## src/hdl/lsc_pkg.sv

```systemverilog
`default_nettype none
package lsc_pkg;
   localparam int unsigned CHANNELS_DEF    = 8;
   localparam int unsigned SAMPLE_BITS_DEF = 12;
   localparam int unsigned NORM_TOP        = 1000;

   localparam logic [1:0] ACT_SAMPLE = 2'd0;
   localparam logic [1:0] ACT_START  = 2'd1;
   localparam logic [1:0] ACT_FINISH = 2'd2;
   localparam logic [1:0] ACT_UNUSED = 2'd3;

   localparam logic [1:0] CSR_INVERT    = 2'd0;
   localparam logic [1:0] CSR_THRESHOLD = 2'd1;
   localparam logic [1:0] CSR_DETECT    = 2'd2;

   typedef enum logic [3:0] {
      ST_IDLE,
      ST_CLEAR,
      ST_READ,
      ST_SCALE,
      ST_DIVW,
      ST_ACCUM,
      ST_CDIV,
      ST_CWAIT,
      ST_DONE
   } state_type;
endpackage
`default_nettype wire

```

## src/hdl/line_sensor_centroid_core.sv

```systemverilog
// channel | ports                         | handshake
// req     | req_action, req_raw_0..7      | req_valid / req_ready
// rsp     | rsp_position .. rsp_junction  | rsp_valid / rsp_ready
// csr     | csr_write, csr_index, csr_data| write enable, no wait
//
// A sample word runs, per channel, through a read, a scale step, a pass of the
// shared restoring divider and an accumulate step, then one more pass for the
// centroid; no new word is taken until its result has gone to the output register.
// Finish and unused commands leave the core idle; start first runs a clearing pass
// over all channels, and after reset a clearing pass runs before req_ready rises.
// The result sits in an output register; the next word is taken while it waits, and
// a following result waits in the core until that register is free.
`default_nettype none
module line_sensor_centroid_core #(
   parameter int unsigned SAMPLE_BITS = lsc_pkg::SAMPLE_BITS_DEF
) (
   input  wire logic                   clock,
   input  wire logic                   reset,
   input  wire logic                   req_valid,
   output logic                        req_ready,
   input  wire logic [1:0]             req_action,
   input  wire logic [SAMPLE_BITS-1:0] req_raw_0,
   input  wire logic [SAMPLE_BITS-1:0] req_raw_1,
   input  wire logic [SAMPLE_BITS-1:0] req_raw_2,
   input  wire logic [SAMPLE_BITS-1:0] req_raw_3,
   input  wire logic [SAMPLE_BITS-1:0] req_raw_4,
   input  wire logic [SAMPLE_BITS-1:0] req_raw_5,
   input  wire logic [SAMPLE_BITS-1:0] req_raw_6,
   input  wire logic [SAMPLE_BITS-1:0] req_raw_7,
   output logic                        rsp_valid,
   input  wire logic                   rsp_ready,
   output logic signed [10:0]          rsp_position,
   output logic [12:0]                 rsp_intensity_sum,
   output logic [3:0]                  rsp_active_count,
   output logic                        rsp_line_detected,
   output logic                        rsp_all_dark,
   output logic                        rsp_all_light,
   output logic                        rsp_junction,
   input  wire logic                   csr_write,
   input  wire logic [1:0]             csr_index,
   input  wire logic [12:0]            csr_data
);
   import lsc_pkg::*;

   localparam int unsigned CHANNELS = CHANNELS_DEF;
   localparam int unsigned SB   = SAMPLE_BITS;
   localparam int unsigned IW   = (CHANNELS > 1) ? $clog2(CHANNELS) : 1;
   localparam int unsigned SUMW = $clog2(CHANNELS * NORM_TOP + 1);
   localparam int unsigned ACW  = $clog2(CHANNELS + 1);
   localparam int unsigned DW   = SB + 10 > 32 ? (SB + 10) : 32;
   localparam int unsigned WSW  = SUMW + 12;
   localparam logic [SB-1:0] FULL = {SB{1'b1}};

   localparam logic [1:0] CL_LOW   = 2'd0;
   localparam logic [1:0] CL_HIGH  = 2'd1;
   localparam logic [1:0] CL_MID   = 2'd2;
   localparam logic [1:0] CL_EMPTY = 2'd3;

   logic signed [11:0] wtab [CHANNELS];

   for (genvar g = 0; g < CHANNELS; g++) begin : g_weight
      localparam int WV = ((2 * g - (int'(CHANNELS) - 1)) * 1000) / (int'(CHANNELS) - 1);
      assign wtab[g] = 12'(WV);
   end

   // memory of {min, max} per channel
   logic [2*SB-1:0] cal_mem [CHANNELS];
   logic [2*SB-1:0] rd_ff;
   logic            we;
   logic [IW-1:0]   wa;
   logic [2*SB-1:0] wd;

   state_type state_ff, state_in;
   logic [IW-1:0]  idx_ff, idx_in;
   logic           cal_ff, cal_in;
   logic           inv_ff;
   logic [9:0]     thr_ff;
   logic [12:0]    dmin_ff;
   logic [SB-1:0]  raw_ff [CHANNELS];
   logic [SB-1:0]  lo_ff, lo_in, hi_ff, hi_in, rw;
   logic [1:0]     clamp_ff, clamp_in;
   logic [SUMW-1:0] sum_ff, sum_in;
   logic [ACW-1:0]  act_ff, act_in;
   logic signed [WSW-1:0] ws_ff, ws_in;
   logic [10:0]    v_ff, v_in, vq;
   logic signed [10:0] lastp_ff, lastp_in;
   logic           neg_ff, neg_in;
   logic [12:0] sum_o;
   logic [3:0]  act_o;
   logic        det_r;
   logic        div_start, div_busy;
   logic [DW-1:0] dvd, dvs, quo;
   logic [SB-1:0] raw_in [CHANNELS];
   logic [WSW-1:0] mag;

   assign raw_in[0] = req_raw_0;
   assign raw_in[1] = req_raw_1;
   assign raw_in[2] = req_raw_2;
   assign raw_in[3] = req_raw_3;
   assign raw_in[4] = req_raw_4;
   assign raw_in[5] = req_raw_5;
   assign raw_in[6] = req_raw_6;
   assign raw_in[7] = req_raw_7;

   logic take;
   assign take = req_valid && req_ready;
   assign rw   = raw_ff[idx_ff];
   assign mag  = ws_ff[WSW-1] ? WSW'(-ws_ff) : WSW'(ws_ff);

   always_ff @(posedge clock) begin
      if (we) cal_mem[wa] <= wd;
      rd_ff <= cal_mem[idx_in];
      if (take) for (int k = 0; k < CHANNELS; k++) raw_ff[k] <= raw_in[k];
   end

   always_ff @(posedge clock) begin
      if (reset) begin
         inv_ff <= 1'b0; thr_ff <= 10'd500; dmin_ff <= 13'd300;
      end else if (csr_write) begin
         case (csr_index)
            CSR_INVERT:    inv_ff  <= csr_data[0];
            CSR_THRESHOLD: thr_ff  <= csr_data[9:0];
            CSR_DETECT:    dmin_ff <= csr_data;
            default: ;
         endcase
      end
   end

   always_comb begin
      state_in = state_ff;
      case (state_ff)
         ST_CLEAR: if (idx_ff == IW'(CHANNELS - 1)) state_in = ST_IDLE;
         ST_IDLE: if (take) begin
            if (req_action == ACT_START) state_in = ST_CLEAR;
            else if (req_action == ACT_SAMPLE) state_in = ST_READ;
         end
         ST_READ:  state_in = ST_SCALE;
         ST_SCALE: state_in = ST_DIVW;
         ST_DIVW:  if (!div_busy) state_in = ST_ACCUM;
         ST_ACCUM: state_in = (idx_ff == IW'(CHANNELS - 1)) ? ST_CDIV : ST_READ;
         ST_CDIV:  state_in = ST_CWAIT;
         ST_CWAIT: if (!div_busy) state_in = ST_DONE;
         ST_DONE:  if (!rsp_valid || rsp_ready) state_in = ST_IDLE;
         default:  state_in = ST_IDLE;
      endcase
   end

   always_comb begin
      idx_in = idx_ff; cal_in = cal_ff; we = 1'b0; wa = idx_ff; wd = {FULL, {SB{1'b0}}};
      lo_in = lo_ff; hi_in = hi_ff; clamp_in = clamp_ff; sum_in = sum_ff; act_in = act_ff;
      ws_in = ws_ff; v_in = v_ff; lastp_in = lastp_ff; neg_in = neg_ff;
      div_start = 1'b0; dvd = '0; dvs = '0;
      vq = 11'(quo);
      case (state_ff)
         ST_CLEAR: begin
            we = 1'b1;
            wd = cal_ff ? {FULL, {SB{1'b0}}} : {{SB{1'b0}}, FULL};
            idx_in = idx_ff + 1'b1;
            if (idx_ff == IW'(CHANNELS - 1)) idx_in = '0;
         end
         ST_IDLE: if (take) begin
            idx_in = '0; sum_in = '0; act_in = '0; ws_in = '0;
            if (req_action == ACT_START) cal_in = 1'b1;
            if (req_action == ACT_FINISH) cal_in = 1'b0;
         end
         ST_READ: begin
            lo_in = rd_ff[2*SB-1:SB]; hi_in = rd_ff[SB-1:0];
            if (cal_ff) begin
               if (rw < lo_in) lo_in = rw;
               if (rw > hi_in) hi_in = rw;
               we = 1'b1; wd = {lo_in, hi_in};
            end
         end
         ST_SCALE: begin
            clamp_in = (hi_ff <= lo_ff) ? CL_EMPTY : (rw <= lo_ff) ? CL_LOW :
                       (rw >= hi_ff) ? CL_HIGH : CL_MID;
            div_start = 1'b1;
            dvd = DW'(32'(rw - lo_ff) * 32'(NORM_TOP));
            dvs = DW'(hi_ff - lo_ff);
         end
         ST_DIVW: if (!div_busy) begin
            case (clamp_ff)
               CL_EMPTY: v_in = '0;
               CL_LOW:   v_in = inv_ff ? 11'd1000 : 11'd0;
               CL_HIGH:  v_in = inv_ff ? 11'd0 : 11'd1000;
               default:  v_in = inv_ff ? 11'(11'd1000 - vq) : vq;
            endcase
         end
         ST_ACCUM: begin
            sum_in = sum_ff + SUMW'(v_ff);
            if (v_ff >= {1'b0, thr_ff}) act_in = act_ff + 1'b1;
            ws_in = ws_ff + WSW'($signed({1'b0, v_ff})) * WSW'(wtab[idx_ff]);
            idx_in = idx_ff + 1'b1;
            if (idx_ff == IW'(CHANNELS - 1)) idx_in = '0;
         end
         ST_CDIV: begin
            div_start = 1'b1;
            dvd = DW'(mag); dvs = DW'(sum_ff);
            neg_in = ws_ff[WSW-1];
         end
         ST_CWAIT: if (!div_busy) begin
            if (det_r && sum_ff != '0)
               lastp_in = neg_ff ? -$signed(vq) : $signed(vq);
         end
         default: ;
      endcase
   end

   assign det_r = ({{(SUMW > 13 ? 0 : 13 - SUMW){1'b0}}, sum_ff} >= dmin_ff);

   lsc_divider #(.W(DW)) u_div (
      .clock(clock), .reset(reset), .start(div_start),
      .dividend(dvd), .divisor(dvs), .busy(div_busy), .quotient(quo)
   );

   always_ff @(posedge clock) begin
      if (reset) begin
         state_ff <= ST_CLEAR; idx_ff <= '0; cal_ff <= 1'b0; lastp_ff <= '0;
         rsp_valid <= 1'b0;
      end else begin
         state_ff <= state_in; idx_ff <= idx_in; cal_ff <= cal_in; lastp_ff <= lastp_in;
         if (state_ff == ST_DONE && (!rsp_valid || rsp_ready)) rsp_valid <= 1'b1;
         else if (rsp_ready) rsp_valid <= 1'b0;
      end
      lo_ff <= lo_in; hi_ff <= hi_in; clamp_ff <= clamp_in; sum_ff <= sum_in;
      act_ff <= act_in; ws_ff <= ws_in; v_ff <= v_in; neg_ff <= neg_in;
      if (state_ff == ST_DONE && (!rsp_valid || rsp_ready)) begin
         rsp_position      <= lastp_ff;
         rsp_intensity_sum <= sum_o;
         rsp_active_count  <= act_o;
         rsp_line_detected <= det_r;
         rsp_all_dark      <= (act_ff == ACW'(CHANNELS));
         rsp_all_light     <= (act_ff == '0);
         rsp_junction      <= (act_ff >= ACW'(CHANNELS - 1));
      end
   end

   assign sum_o = (32'(sum_ff) > 32'h1FFF) ? 13'h1FFF : 13'(sum_ff);
   assign act_o = (32'(act_ff) > 32'd15) ? 4'hF : 4'(act_ff);
   assign req_ready = (state_ff == ST_IDLE);
endmodule
`default_nettype wire

```

## src/hdl/lsc_divider.sv

```systemverilog
`default_nettype none
// restoring divider, one quotient bit per cycle
module lsc_divider #(
   parameter int unsigned W = 32
) (
   input  wire logic         clock,
   input  wire logic         reset,
   input  wire logic         start,
   input  wire logic [W-1:0] dividend,
   input  wire logic [W-1:0] divisor,
   output logic              busy,
   output logic [W-1:0]      quotient
);
   localparam int unsigned CW = $clog2(W + 1);

   logic [W-1:0]  q_ff, q_in;
   logic [W-1:0]  r_ff, r_in;
   logic [W-1:0]  d_ff, d_in;
   logic [CW-1:0] cnt_ff, cnt_in;
   logic [W:0]    trial;

   always_comb begin
      q_in   = q_ff;
      r_in   = r_ff;
      d_in   = d_ff;
      cnt_in = cnt_ff;
      trial  = {r_ff, q_ff[W-1]};
      if (start) begin
         q_in   = dividend;
         r_in   = '0;
         d_in   = divisor;
         cnt_in = CW'(W);
      end else if (cnt_ff != '0) begin
         if (trial >= {1'b0, d_ff}) begin
            r_in = W'(trial - {1'b0, d_ff});
            q_in = {q_ff[W-2:0], 1'b1};
         end else begin
            r_in = trial[W-1:0];
            q_in = {q_ff[W-2:0], 1'b0};
         end
         cnt_in = cnt_ff - 1'b1;
      end
   end

   always_ff @(posedge clock) begin
      q_ff <= q_in;
      r_ff <= r_in;
      d_ff <= d_in;
      if (reset) cnt_ff <= '0;
      else       cnt_ff <= cnt_in;
   end

   assign busy     = (cnt_ff != '0);
   assign quotient = q_ff;
endmodule
`default_nettype wire

```

## config.mk

```make
export PLATFORM = sky130hd
export DESIGN_NAME = line_sensor_centroid_core
export DESIGN_NICKNAME = d
export VERILOG_FILES = /design/src/hdl/lsc_pkg.sv /design/src/hdl/line_sensor_centroid_core.sv /design/src/hdl/lsc_divider.sv
export SDC_FILE = /design/constraint.sdc
export NUM_CORES = 2
export LEC_CHECK = 0
export ABC_AREA = 1
export CELL_PAD_IN_SITES_DETAIL_PLACEMENT = 1
export CELL_PAD_IN_SITES_GLOBAL_PLACEMENT = 2
export CORE_AREA = 2 2 401 403
export CTS_BUF_LIST = sky130_fd_sc_hd__clkbuf_16
export CTS_CLUSTER_SIZE = 20
export DETAILED_ROUTE_END_ITERATION = 8
export DIE_AREA = 0 0 403 405
export DONT_BUFFER_PORTS = 1
export GPL_TIMING_DRIVEN = 0
export PLACE_DENSITY = 0.51
export SLEW_MARGIN = 30
export SYNTH_ARGS = -nofsm -noshare
export SYNTH_HDL_FRONTEND = slang
export SYNTH_HIERARCHICAL = 1
export SYNTH_SLANG_ARGS = --single-unit
```

## constraint.sdc

```tcl
create_clock -name clock -period 7.75 [get_ports clock]
set_input_delay 0 -clock clock [delete_from_list [all_inputs] [get_ports clock]]
set_output_delay 0 -clock clock [all_outputs]
set_load 0.01 [all_outputs]
```

==> impl_metrics.env <==
export IMPL_drc=0
export IMPL_synthFlopType="edfxtp_1"
export IMPL_cp_required_ns=8.17
export IMPL_cp_arrival_ns=7.79
export IMPL_final_common_cell="nand2_1"
export IMPL_globalplace_congestion=0.794
export IMPL_io_pins=152
export IMPL_seq_area_frac_synth=0.440
export IMPL_clock_sinks=569
export IMPL_drt_iter0_markers=1320
export IMPL_n_fill_cell=18500
export IMPL_skew_ns=0.0706
export IMPL_yosys_warnings=6
export IMPL_critPathMaxStageDelay_ns=0.55
export IMPL_fmax_mhz=136
export IMPL_syn_area_per_cell_um2=8.80
export IMPL_rsz0062_at_grt="yes"
export IMPL_die_area_mm2=0.163
export IMPL_placed_area_mm2=0.0395
export IMPL_initial_core_util=0.229
export IMPL_report_final_slew_viol_count=0
export IMPL_fin_nets=5028
export IMPL_die_width_um=403
export IMPL_tightest_slew_ns=0.954
export IMPL_max_cap_violations=0
export IMPL_path_clk_slew_ns=0.06
export IMPL_htree_levels=3
export IMPL_path_class="reg -> reg"
export IMPL_grt_pass1_wl_um=208000
export IMPL_post_dp_hpwl_um=107000
export IMPL_grt_antenna_before_repair=5
export IMPL_root_buffer="clkbuf_16"
export IMPL_viasPerCell=4.39
export IMPL_status="completed"
export IMPL_io_buffers=0
export IMPL_finalHoldViolCount=0
export IMPL_grt_usage=0.171
export IMPL_fin_area_mm2=0.0449
export IMPL_ys_seq_elements=569
export IMPL_synth_edff_count=463
export IMPL_coreArea_mm2=0.159
export IMPL_vias=29200
export IMPL_start_kind="flip-flop"
export IMPL_syn_num_nets=4670
export IMPL_cp_max_fo=10
export IMPL_grt_max_degree=72
export IMPL_cts_buffers_inserted=76
export IMPL_drt_total_wl_um=138000
export IMPL_setup_viol=0
export IMPL_netlist_instances=4137
export IMPL_syn_to_final_growth_pct=23.2
export IMPL_finalCritPeriodShare=0.951
export IMPL_syn_area_mm2=0.0364
export IMPL_end_kind="flip-flop"
export IMPL_cp_common_cell="nand2_1"
export IMPL_setup_tns_ns=0
export IMPL_min_period_ns=7.37
export IMPL_ant_nets=0
export IMPL_grt_pass1_vias=31700
export IMPL_die_h_um=405
export IMPL_max_slew_margin=0.357
export IMPL_synthDistinctLibCells=64
export IMPL_clock_path_buffers=3
export IMPL_hold_path_class="in -> reg"
export IMPL_drt_wirelength_per_cell_um=20.8
export IMPL_drive_gt1_frac=0.0755
export IMPL_rows=147
export IMPL_final_cell_mix="nand2_1 (908), inv_1 (704), edfxtp_1 (463)"
export IMPL_slowest_stage="fa_1"
export IMPL_dr_pass1_iters=4
export IMPL_cts_tree="yes"
export IMPL_ys_async_sr_fraction=0
export IMPL_clock_latency_ns=0.72
export IMPL_overflow=0
==> final timing paths <==
| check | startpoint | to | slack (ns) | cells past startpoint |
|---|---|---|---|---|
| setup / recovery | idx_ff[0]$_SDFF_PP0_ | u_div/quotient[22]$_DFFE_PP_ | 0.38 | 31 |
| hold / removal | csr_data[12] | dmin_ff[12]$_SDFFE_PP0P_ | 0.05 | 3 |
| setup reg to reg | idx_ff[0]$_SDFF_PP0_ | u_div/quotient[22]$_DFFE_PP_ | 0.38 | 31 |
| hold reg to reg | lastp_ff[4]$_SDFFE_PP0P_ | rsp_position[4]$_DFFE_PP_ | 0.43 | 0 |
==> flip-flops by register name (all words and copies together), names as in the netlist, 4 cells and up <==
register,flops
thr_ff,10
v_ff,11
rsp_active_count,4
raw_ff,96
rsp_intensity_sum,13
rd_ff,24
u_div/quotient,32
state_ff,4
lastp_ff,11
hi_ff,12
rsp_position,11
ws_ff,24
u_div/r_ff,32
u_div/d_ff,32
cal_mem,192
lo_ff,12
act_ff,4
sum_ff,13
u_div/cnt_ff,6
dmin_ff,13
==> synthesized netlist by cell type, types with 23 or more instances <==
master	n	area share
a21oi_1	201	0.028
a32o_1	28	0.0077
buf_2	35	0.0048
clkbuf_1	57	0.0059
dfxtp_1	106	0.058
edfxtp_1	463	0.38
fa_1	145	0.080
ha_1	270	0.093
inv_1	683	0.070
nand2_1	922	0.095
nand3_1	214	0.029
nand4_1	25	0.0043
nor2_1	399	0.041
nor3_1	32	0.0044
o21ai_0	225	0.031
o21ai_1	23	0.0032
o22ai_1	30	0.0052
o31ai_1	31	0.0064
xnor2_1	24	0.0058
xor2_1	27	0.0065
==> metrics by stage <==
stage               hold WS (ns)  setup WS (ns)   util  instances
floorplan                 0.0780           1.03      -       4137
global placement          0.0929          -1.30  0.245       6223
detailed placement        0.0928          -1.40  0.248       6262
CTS                     0.000819        0.00632  0.280       6634
global route              0.0377        -0.0301  0.282       6645
finish                    0.0539          0.381  0.282       6647
==> per-layer routing <==
layer	up-vias	wire length, um	track usage	share of wire
met5	-	0	0	0
met4	0	3490	0.0461	0.025
met3	153	3950	0.0207	0.029
met2	431	67100	0.297	0.49
met1	14300	63700	0.222	0.46
li1	14300	-	-	-
==> cell families after synthesis <==
logic type,after synthesis,synth area share
other,1,0.000103
XOR/XNOR,52,0.0127
adder cells (fa/ha/maj),415,0.172
flip-flops,569,0.440
AND/OR/NAND/NOR,1669,0.190
buffers and inverters,814,0.0872
AO/OA/AOI/OAI,617,0.0980
==> layout make-up <==
| type | instances | area, um2 | area share |
|---|---|---|---|
| Multi-Input combinational cell | 2754 | 17700 | 0.395 |
| Sequential cell | 569 | 16000 | 0.357 |
| Timing Repair Buffer | 280 | 2710 | 0.0605 |
| Inverter | 697 | 2630 | 0.0586 |
| Tap cell | 2086 | 2610 | 0.0582 |
| Clock buffer | 76 | 1900 | 0.0424 |
| Clock inverter | 66 | 662 | 0.0148 |
| Buffer | 117 | 611 | 0.0136 |
| Antenna cell | 2 | 5.00 | 0.000112 |
==> worst max-delay path, delay by kind of cell, from the launching register on <==
family / cells / cell delay [ns]
flops: 1 / 0.33
compound gates: 8 / 1.58
simple gates: 10 / 1.40
buf+inv: 6 / 0.83
fa+ha+maj: 6 / 2.60
xor+xnor: 1 / 0.31
==> repair_timing <==
action,4_1_cts,5_1_grt
setup buffers,3,10
setup endpoints to repair,29,25
endpoints found under the hold margin,179,1
hold buffers,227,1
pin swaps,2,6
gates resized for setup,57,55
Power is left out: the tool's default activity adds up to more than one toggle a clock period on the data nets, which glitch-free logic cannot reach.
